[config.mk]
export PLATFORM = sky130hd
export DESIGN_NAME = square_bit_image_rotate_flip_engine
export DESIGN_NICKNAME = d
export VERILOG_FILES = /design/src/srfe_pkg.sv /design/src/srfe_ram.sv /design/src/srfe_div.sv /design/src/square_bit_image_rotate_flip_engine.sv
export SDC_FILE = /design/constraint.sdc
export NUM_CORES = 1
export LEC_CHECK = 0
export BUFFER_PORTS_ARGS = -buffer_cell sky130_fd_sc_hd__buf_4
export CAP_MARGIN = 5
export CORE_AREA = 2 2 159 161
export CTS_CLUSTER_DIAMETER = 80
export CTS_CLUSTER_SIZE = 28
export DETAILED_ROUTE_END_ITERATION = 12
export DIE_AREA = 0 0 161 163
export PLACE_DENSITY = 0.76
export SYNTH_ARGS = -nofsm -noshare
export SYNTH_HDL_FRONTEND = slang
export SYNTH_SLANG_ARGS = --single-unit
[constraint.sdc]
create_clock -name clk -period 5.1 [get_ports clk]
set_clock_uncertainty 0.2 [all_clocks]
set_input_delay 0.765 -clock clk [delete_from_list [all_inputs] [get_ports clk]]
set_output_delay 0.765 -clock clk [all_outputs]
set_load 0.05 [all_outputs]
[src/srfe_pkg.sv]
// ----------------------------------------------------------------------------
// srfe_pkg: shared definitions for the square bit image rotate/flip engine
// Operation codes, field widths and default parameter values.
// ----------------------------------------------------------------------------
package srfe_pkg;

  localparam int OP_W    = 3;
  localparam int COORD_W = 6;
  localparam int SCALE_W = 4;

  localparam int IMAGE_SIZE_DEF = 8;

  localparam logic [SCALE_W-1:0] SCALE_RESET = SCALE_W'(1);

  localparam logic [OP_W-1:0] OP_WRITE  = 3'd0;
  localparam logic [OP_W-1:0] OP_READ   = 3'd1;
  localparam logic [OP_W-1:0] OP_ROT_CW = 3'd2;
  localparam logic [OP_W-1:0] OP_ROT_CC = 3'd3;
  localparam logic [OP_W-1:0] OP_FLIP_V = 3'd4;
  localparam logic [OP_W-1:0] OP_FLIP_H = 3'd5;
  localparam logic [OP_W-1:0] OP_SCALED = 3'd6;
  localparam logic [OP_W-1:0] OP_NONE   = 3'd7;

endpackage

[src/srfe_ram.sv]
// ----------------------------------------------------------------------------
// srfe_ram: generic single-port-write, single-port-read RAM
// One write and one registered read per cycle.
// ----------------------------------------------------------------------------
module srfe_ram #(
  parameter int WIDTH = 1,
  parameter int DEPTH = 64,
  localparam int AW   = (DEPTH > 1) ? $clog2(DEPTH) : 1
) (
  input  logic             clk,
  input  logic             we,
  input  logic [AW-1:0]    waddr,
  input  logic [WIDTH-1:0] wdata,
  input  logic [AW-1:0]    raddr,
  output logic [WIDTH-1:0] rdata
);

  logic [WIDTH-1:0] mem_r [DEPTH];
  logic [WIDTH-1:0] rdata_r;

  always_ff @(posedge clk) begin
    if (we) begin
      mem_r[waddr] <= wdata;
    end
    rdata_r <= mem_r[raddr];
  end

  assign rdata = rdata_r;

endmodule

[src/srfe_div.sv]
// ----------------------------------------------------------------------------
// srfe_div: iterative restoring divider
// Divides a coordinate by the scale factor, one quotient bit per cycle.
// ----------------------------------------------------------------------------
module srfe_div
  import srfe_pkg::*;
(
  input  logic               clk,
  input  logic               rst_n,
  input  logic               start,
  input  logic [COORD_W-1:0] dividend,
  input  logic [SCALE_W-1:0] divisor,
  output logic               done,
  output logic [COORD_W-1:0] quotient
);

  localparam int CNT_W = $clog2(COORD_W);
  localparam logic [CNT_W-1:0] LAST_STEP = CNT_W'(COORD_W - 1);

  logic               busy_r;
  logic               done_r;
  logic [CNT_W-1:0]   cnt_r;
  logic [COORD_W-1:0] q_r;
  logic [SCALE_W-1:0] rem_r;
  logic [SCALE_W-1:0] d_r;
  logic [SCALE_W:0]   trial;
  logic               fits;

  // Bring down the next dividend bit and try the subtraction.
  assign trial = {rem_r, q_r[COORD_W-1]};
  assign fits  = (trial >= {1'b0, d_r});

  always_ff @(posedge clk) begin
    if (!rst_n) begin
      busy_r <= 1'b0;
      done_r <= 1'b0;
      cnt_r  <= '0;
    end else begin
      done_r <= 1'b0;
      if (start) begin
        busy_r <= 1'b1;
        cnt_r  <= '0;
      end else if (busy_r) begin
        cnt_r <= cnt_r + CNT_W'(1);
        if (cnt_r == LAST_STEP) begin
          busy_r <= 1'b0;
          done_r <= 1'b1;
        end
      end
    end
  end

  always_ff @(posedge clk) begin
    if (start) begin
      q_r   <= dividend;
      rem_r <= '0;
      d_r   <= divisor;
    end else if (busy_r) begin
      q_r   <= {q_r[COORD_W-2:0], fits};
      rem_r <= fits ? SCALE_W'(trial - {1'b0, d_r}) : trial[SCALE_W-1:0];
    end
  end

  assign done     = done_r;
  assign quotient = q_r;

endmodule

[src/square_bit_image_rotate_flip_engine.sv]
// ----------------------------------------------------------------------------
// square_bit_image_rotate_flip_engine: one-bit square image store
// Pixel access, 90 degree rotations, flips and upscaled reads.
// ----------------------------------------------------------------------------
// Usage
//   A command transaction is taken when start is high and busy is low; the
//   fields in_op, in_row, in_col and in_pixel_in are sampled at that edge.
//   Every command gives exactly one result transaction: out_valid is high
//   for one cycle with out_pixel_out and out_of_range. The receiver cannot
//   stall the block, so the result is simply presented and gone.
//   The user writes the scale factor through cfg_we/cfg_data only while the
//   block is idle (not enforced by the block); a value of zero behaves as one.
// Command flow from start to out_valid (one command at a time)
//   write or op 7 : result from dispatch   read : after a registered RAM read
//   scaled read   : two passes through the bit-serial divider, then the RAM
//                   read; out-of-range reads of either kind skip the RAM read
//   rotate / flip : all IMAGE_SIZE*IMAGE_SIZE pixels go through the single
//                   RAM read port, which moves one pixel per cycle.
//   busy stays high from acceptance until the result is shown.
// Reset
//   The image reads as all zero after reset through per-entry valid bits;
//   no clearing pass is needed, so commands are taken at once.
// The image lives in two RAM banks. A transform reads the active bank and
// writes the remapped image into the other one, then swaps banks.
// ----------------------------------------------------------------------------
module square_bit_image_rotate_flip_engine
  import srfe_pkg::*;
#(
  parameter int IMAGE_SIZE = IMAGE_SIZE_DEF
) (
  input  logic               clk,
  input  logic               rst_n,
  input  logic               start,
  output logic               busy,
  input  logic [OP_W-1:0]    in_op,
  input  logic [COORD_W-1:0] in_row,
  input  logic [COORD_W-1:0] in_col,
  input  logic               in_pixel_in,
  output logic               out_valid,
  output logic               out_pixel_out,
  output logic               out_of_range,
  input  logic               cfg_we,
  input  logic [SCALE_W-1:0] cfg_data
);

  localparam int DEPTH = IMAGE_SIZE * IMAGE_SIZE;
  localparam int AW    = $clog2(DEPTH);
  localparam int RW    = $clog2(IMAGE_SIZE);
  localparam logic [RW-1:0]      NM1    = RW'(IMAGE_SIZE - 1);
  localparam logic [COORD_W-1:0] N_LIM  = COORD_W'(IMAGE_SIZE);

  // Sequencer state codes
  localparam logic [2:0] S_IDLE = 3'd0;
  localparam logic [2:0] S_DISP = 3'd1;
  localparam logic [2:0] S_RD   = 3'd2;
  localparam logic [2:0] S_DIVR = 3'd3;
  localparam logic [2:0] S_DIVC = 3'd4;
  localparam logic [2:0] S_XF   = 3'd5;
  localparam logic [2:0] S_XFD  = 3'd6;

  function automatic logic [AW-1:0] lin_addr(input logic [RW-1:0] r,
                                             input logic [RW-1:0] c);
    return AW'(AW'(r) * AW'(IMAGE_SIZE)) + AW'(c);
  endfunction

  logic [2:0]         state_r, state_nxt;
  logic [SCALE_W-1:0] scale_r;
  logic [OP_W-1:0]    op_r;
  logic [COORD_W-1:0] row_r, col_r;
  logic               pin_r;
  logic [COORD_W-1:0] qrow_r;
  logic               sel_r;
  logic [DEPTH-1:0]   va_r, vb_r;
  logic [RW-1:0]      dr_r, dc_r;
  logic               pend_r;
  logic [AW-1:0]      wa_r;
  logic               rv_r;
  logic               ov_r, pix_r, oor_r;

  // Combinational control
  logic               ov_nxt, pix_nxt, oor_nxt;
  logic               host_we;
  logic [AW-1:0]      host_wa;
  logic [AW-1:0]      rd_addr;
  logic               xf_first, xf_step, xf_last;
  logic               div_start;
  logic [COORD_W-1:0] div_dividend;
  logic [SCALE_W-1:0] scale_eff;
  logic               div_done;
  logic [COORD_W-1:0] div_q;
  logic [RW-1:0]      src_r, src_c;
  logic               rdata_a, rdata_b, rdata_act;
  logic [DEPTH-1:0]   v_act;
  logic               we_a, we_b;
  logic [AW-1:0]      wa_a, wa_b;
  logic               wd_a, wd_b;
  logic               xf_wd;
  logic               in_rng, q_rng;

  assign busy      = (state_r != S_IDLE);
  assign scale_eff = (scale_r == '0) ? SCALE_W'(1) : scale_r;
  assign in_rng    = (row_r < N_LIM) && (col_r < N_LIM);
  assign q_rng     = (qrow_r < N_LIM) && (div_q < N_LIM);
  assign rdata_act = sel_r ? rdata_b : rdata_a;
  assign v_act     = sel_r ? vb_r : va_r;
  assign xf_wd     = rv_r & rdata_act;
  assign xf_last   = (dr_r == NM1) && (dc_r == NM1);

  // Source pixel for the destination (dr, dc) of the running transform.
  always_comb begin
    src_r = dr_r;
    src_c = dc_r;
    unique case (op_r)
      OP_ROT_CW: begin
        src_r = NM1 - dc_r;
        src_c = dr_r;
      end
      OP_ROT_CC: begin
        src_r = dc_r;
        src_c = NM1 - dr_r;
      end
      OP_FLIP_V: begin
        src_r = NM1 - dr_r;
      end
      OP_FLIP_H: begin
        src_c = NM1 - dc_r;
      end
      default: begin
      end
    endcase
  end

  // Sequencer
  always_comb begin
    state_nxt    = state_r;
    ov_nxt       = 1'b0;
    pix_nxt      = 1'b0;
    oor_nxt      = 1'b0;
    host_we      = 1'b0;
    host_wa      = lin_addr(row_r[RW-1:0], col_r[RW-1:0]);
    rd_addr      = lin_addr(row_r[RW-1:0], col_r[RW-1:0]);
    xf_first     = 1'b0;
    xf_step      = 1'b0;
    div_start    = 1'b0;
    div_dividend = row_r;
    unique case (state_r)
      S_IDLE: begin
        if (start) begin
          state_nxt = S_DISP;
        end
      end
      S_DISP: begin
        unique case (op_r)
          OP_WRITE: begin
            host_we   = in_rng;
            oor_nxt   = !in_rng;
            ov_nxt    = 1'b1;
            state_nxt = S_IDLE;
          end
          OP_READ: begin
            if (in_rng) begin
              state_nxt = S_RD;
            end else begin
              oor_nxt   = 1'b1;
              ov_nxt    = 1'b1;
              state_nxt = S_IDLE;
            end
          end
          OP_ROT_CW, OP_ROT_CC, OP_FLIP_V, OP_FLIP_H: begin
            xf_first  = 1'b1;
            state_nxt = S_XF;
          end
          OP_SCALED: begin
            div_start = 1'b1;
            state_nxt = S_DIVR;
          end
          default: begin
            ov_nxt    = 1'b1;
            state_nxt = S_IDLE;
          end
        endcase
      end
      S_RD: begin
        pix_nxt   = rv_r & rdata_act;
        ov_nxt    = 1'b1;
        state_nxt = S_IDLE;
      end
      S_DIVR: begin
        div_dividend = col_r;
        if (div_done) begin
          div_start = 1'b1;
          state_nxt = S_DIVC;
        end
      end
      S_DIVC: begin
        rd_addr = lin_addr(qrow_r[RW-1:0], div_q[RW-1:0]);
        if (div_done) begin
          if (q_rng) begin
            state_nxt = S_RD;
          end else begin
            oor_nxt   = 1'b1;
            ov_nxt    = 1'b1;
            state_nxt = S_IDLE;
          end
        end
      end
      S_XF: begin
        rd_addr = lin_addr(src_r, src_c);
        xf_step = 1'b1;
        if (xf_last) begin
          state_nxt = S_XFD;
        end
      end
      S_XFD: begin
        ov_nxt    = 1'b1;
        state_nxt = S_IDLE;
      end
      default: begin
        state_nxt = S_IDLE;
      end
    endcase
  end

  // Bank write steering: host writes go to the active bank, transform
  // writes to the other one.
  assign we_a = (host_we && !sel_r) || (pend_r && sel_r);
  assign we_b = (host_we && sel_r) || (pend_r && !sel_r);
  assign wa_a = sel_r ? wa_r : host_wa;
  assign wa_b = sel_r ? host_wa : wa_r;
  assign wd_a = sel_r ? xf_wd : pin_r;
  assign wd_b = sel_r ? pin_r : xf_wd;

  srfe_ram #(
    .WIDTH(1),
    .DEPTH(DEPTH)
  ) u_bank_a (
    .clk  (clk),
    .we   (we_a),
    .waddr(wa_a),
    .wdata(wd_a),
    .raddr(rd_addr),
    .rdata(rdata_a)
  );

  srfe_ram #(
    .WIDTH(1),
    .DEPTH(DEPTH)
  ) u_bank_b (
    .clk  (clk),
    .we   (we_b),
    .waddr(wa_b),
    .wdata(wd_b),
    .raddr(rd_addr),
    .rdata(rdata_b)
  );

  srfe_div u_div (
    .clk     (clk),
    .rst_n   (rst_n),
    .start   (div_start),
    .dividend(div_dividend),
    .divisor (scale_eff),
    .done    (div_done),
    .quotient(div_q)
  );

  // Control state
  always_ff @(posedge clk) begin
    if (!rst_n) begin
      state_r <= S_IDLE;
      scale_r <= SCALE_RESET;
      sel_r   <= 1'b0;
      va_r    <= '0;
      vb_r    <= '0;
      pend_r  <= 1'b0;
      ov_r    <= 1'b0;
    end else begin
      state_r <= state_nxt;
      ov_r    <= ov_nxt;
      pend_r  <= xf_step;
      if (cfg_we) begin
        scale_r <= cfg_data;
      end
      if (we_a) begin
        va_r[wa_a] <= 1'b1;
      end
      if (we_b) begin
        vb_r[wa_b] <= 1'b1;
      end
      if (state_r == S_XFD) begin
        sel_r <= !sel_r;
      end
    end
  end

  // Payload and datapath registers
  always_ff @(posedge clk) begin
    if (state_r == S_IDLE && start) begin
      op_r  <= in_op;
      row_r <= in_row;
      col_r <= in_col;
      pin_r <= in_pixel_in;
    end
    if (state_r == S_DIVR && div_done) begin
      qrow_r <= div_q;
    end
    if (xf_first) begin
      dr_r <= '0;
      dc_r <= '0;
    end else if (xf_step) begin
      if (dc_r == NM1) begin
        dc_r <= '0;
        dr_r <= dr_r + RW'(1);
      end else begin
        dc_r <= dc_r + RW'(1);
      end
    end
    wa_r  <= lin_addr(dr_r, dc_r);
    rv_r  <= v_act[rd_addr];
    pix_r <= pix_nxt;
    oor_r <= oor_nxt;
  end

  assign out_valid     = ov_r;
  assign out_pixel_out = pix_r;
  assign out_of_range  = oor_r;

  // A result only follows a cycle in which a command was in progress.
  a_result_after_work: assert property (@(posedge clk) disable iff (!rst_n)
    out_valid |-> $past(state_r != S_IDLE))
    else $error("result strobe without a command in progress");

  // An out-of-range transaction never carries a pixel.
  a_oor_no_pixel: assert property (@(posedge clk) disable iff (!rst_n)
    (out_valid && out_of_range) |-> !out_pixel_out)
    else $error("pixel returned with out_of_range");

  // The banks swap only at the end of a transform.
  a_bank_swap: assert property (@(posedge clk) disable iff (!rst_n)
    !$stable(sel_r) |-> $past(state_r == S_XFD))
    else $error("bank select changed outside a transform");

  // Transform writes to the shadow bank stop before the result is shown.
  a_xf_drained: assert property (@(posedge clk) disable iff (!rst_n)
    out_valid |-> !pend_r)
    else $error("transform write still pending at result");

endmodule
==> flow_summary.toml <==
[die]
floorplan.die.width_um = 161
pin_count = 28
rows = 58
die_h_um = 163
start_util_pct = 58.93
core_mm2 = 0.02467
dieArea_mm2 = 0.02624

[synth]
syn_nets = 1377
synth-edff-count = 160
synth_top_family_by_area = "compound AO/OA/AOI/OAI gates"
syn_inst = 1342
synth_area_mm2 = 0.01454
synth_compound_area_share_pct = 16.81
synth_mux_area_share_pct = 8.209
synth_fa_ha_area_share_pct = 0.9982
synth_top_cell_by_area = "edfxtp_1"
synthTopCellsByArea = "edfxtp_1 (33%), dfxtp_1 (23%), o21a_1 (6.7%)"
synth.distinct_cells = 80
ys_seq_area_share_pct = 55.62
yosys.area_share.xor_xnor_pct = 0.4217
synthSimpleGateAreaFrac_pct = 14.30
synth-warning-count = 0
synth_top_area_share_pct = 33.04
syn_avg_cell_area_um2 = 10.83
synth_top_flop_cell = "dfxtp_1"
async_reset_ff_share_pct = 0
ys_ff_latch = 324

[power]
p_leak_nw = 5.295
sw_frac_of_total_pct = 31.63
power_density_mw_per_mm2 = 372.5
intPower_w = 0.003937
p_seq_share_pct = 51.5
pwr-share-comb_pct = 21.9
p_sw_w = 0.001822
clkPwrFrac_pct = 26.6
peakVddDrop_mv = 0.3549

[routing]
wirelength_mm = 38.52
via_per_inst = 6.481
vias = 10810
drtIter0Drc = 1560
dr.pass1.iters = 7
avgRoutedWirePerCell_um = 23.10
postRouteAntennaNets = 0
drc = 0

[global_routing]
grt_antenna_before_repair = 2
grt_usage_pct = 29.50
gr-total-overflow = 0
grt_max_degree = 104
grt_pass1_wl_mm = 59.40
grt_pass1_vias = 10200

[final_layout]
areaGrowthSynthToFinish_pct = 6.342
seqCellArea_mm2 = 0.008092
multi_input_area_mm2 = 0.005963
utilization_pct = 62.67
finalInstanceArea_mm2 = 0.01546
nets = 1362
fillers = 2011
drive_above_1_share_pct = 10.25

[clock_network]
postCtsSetupBuffers = 0
cts.path.max_buffers = 3
cts_hold_buf = 0
htree_levels = 1
cts_root_buffer = "clkbuf_16"
clock_sinks = 324
cts_made_buffers = 17
insertion_delay_ns = 0.52
cts_resized = 0
clkTransAtPathRegs_ns = 0.10
cts_tree = "built"

[placement]
postPlaceCellArea_mm2 = 0.01493
portBuffers = 27
gp_congestion = 0.9814
dp_hpwl_mm = 26.55

[worst_hold_path]
min_path_type = "in -> reg"
hold_depth = 1

[timing]
fmax_mhz = 243.5
tightestPinTransition_ns = 1.198
setup_viol = 0
drv_slew = 0
fin_crit_sh_pct = 80.51
max-slew-margin-rel_pct = 20.10
hold_viol = 0
rsz0062_at_grt = "no"
period_needed_ns = 4.106
tns_ns = 0

[worst_setup_path]
worstRegToRegCells = 9
cpMaxStageDelayCell = "edfxtp_1"
critPathLaunchType = "flip-flop"
crit_type = "reg -> reg"
crit_arrival_ns = 4.35
max_stage_delay_ns = 0.77
path_max_fanout = 23
crit_chain = "nand2b_1 -> o311ai_0 -> o31a_1 -> nand2_1 -> a2111oi_0 -> nand4_1 -> o21ai_0 -> a211oi_1 -> a31oi_1"
cp.required_ns = 5.35
cp-end-kind = "flip-flop"

[flow_run]
cap_violations = 0

[run_status]
outcome = "complete, no violations"
-- registers in the layout, indices dropped and copies added, names as in the netlist, 3 cells and up --
register	cells
u_div.cnt_r	3
op_r	3
col_r	6
wa_r	6
dc_r	3
row_r	6
u_div.quotient	6
qrow_r	6
state_r	3
dr_r	3
vb_r	64
va_r	64
u_div.d_r	4
u_div.rem_r	4
u_bank_b.mem_r	64
u_bank_a.mem_r	64
scale_r	4
-- power groups by stage --
| stage | clock, W | combinational [W] | sequential (W) |
|---|---|---|---|
| global placement | 0 | 0.00120 | 0.00302 |
| finish | 0.00153 | 0.00126 | 0.00297 |
| detailed placement | 0 | 0.00123 | 0.00302 |
| floorplan | 0 | 0.000927 | 0.00297 |
| global route | 0.00164 | 0.00134 | 0.00298 |
| CTS | 0.00154 | 0.00123 | 0.00296 |
-- cell usage after synthesis (4+ instances only) --
cell       count
ha_1          10
buf_2         17
o21a_1       130
o21ai_0       32
nand2_2        8
buf_6         11
o22ai_1        6
buf_1          6
mux2i_1       81
o32ai_1       11
xnor2_1        4
nand2b_1      10
or2_2          4
clkbuf_1      42
and2_1        10
nor3_1        29
nor2b_1       15
o21ai_1        4
nor2_1       182
mux2_2         8
dfxtp_1      164
a21oi_1       46
and3_1         5
a22oi_1        7
a31oi_1       20
a2111oi_0      4
nand4_1        5
nor3b_1        8
inv_1         20
o211ai_1       4
nor4_1         7
nand2_1      115
edfxtp_1     160
buf_4          8
nand3_1       29
a211oi_1      31
a211oi_2       4
mux4_2        13
nand3b_1       5
-- per-stage QoR --
step	power [W]	worst slack, ns	cells	hold WS (ns)
2_1_floorplan	0.003898	0.4834	1342	0.2001
3_3_place_gp	0.004221	1.232	1638	0.2410
3_5_place_dp	0.004249	1.173	1638	0.2453
4_1_cts	0.005740	1.135	1667	0.2001
5_1_grt	0.005958	0.7701	1667	0.1994
6_report	0.005759	0.9940	1668	0.2100
-- layer usage --
metal,track usage [%],up-vias,part of all wire (%)
li1,-,4892,-
met1,43.43,5191,42
met2,45.32,612,44
met3,4.507,115,10
met4,9.253,0,3.4
met5,0,-,0
-- layout by cell type, fill, tap and decap left out, drive strengths merged, types with 4 or more instances in the layout --
cell type,count
nor2,184
dfxtp,164
edfxtp,160
o21a,130
nand2,123
mux2i,81
buf,50
a21oi,46
o21ai,38
a211oi,35
nor3,29
nand3,29
inv,26
a31oi,21
clkbuf,21
nor2b,17
mux4,13
o32ai,11
nand2b,10
and2,10
ha,10
nor3b,10
mux2,8
nor4,7
a22oi,7
o22ai,6
nand4,5
nand3b,5
and3,5
or3,5
or2,4
xnor2,4
a2111oi,4
o211ai,4
-- path summary, 6_finish.rpt --
kind | startpoint | to | slack (ns)
worst min-delay path | in_row[5] | row_r[5]$_DFFE_PP_ | 0.21
worst max-delay path | op_r[1]$_DFFE_PP_ | rv_r$_DFF_P_ | 0.99
worst max register to register | op_r[1]$_DFFE_PP_ | rv_r$_DFF_P_ | 0.99
worst min register to register | scale_r[3]$_SDFFE_PN0P_ | u_div.d_r[3]$_SDFFCE_PN0P_ | 0.27
-- worst max-delay path: cells and delay by family, from the launching register on --
kind,cells,cell delay [ns]
compound gates,6,2.22
simple gates,3,0.82
flops,1,0.77
-- cell type report --
class	count	share of cell area (%)
clock buffer	21	2.848
inverter	21	0.5098
clock inverter	8	0.5503
timing repair buffer	50	2.509
antenna	1	0.01618
tap	330	2.670
multi-input combinational	913	38.57
sequential	324	52.33
-- kinds of logic (layout without fill, tap and decap cells) --
group / Yosys count / after routing
AO/OA/AOI/OAI: 342 / 342
XOR/XNOR: 7 / 7
adder cells (fa/ha/maj): 11 / 11
buffers and inverters: 105 / 100
flip-flops: 324 / 324
multiplexers: 102 / 102
other: 0 / 1
AND/OR/NAND/NOR: 451 / 451
Note: power is estimated with default switching activity, not from simulation.
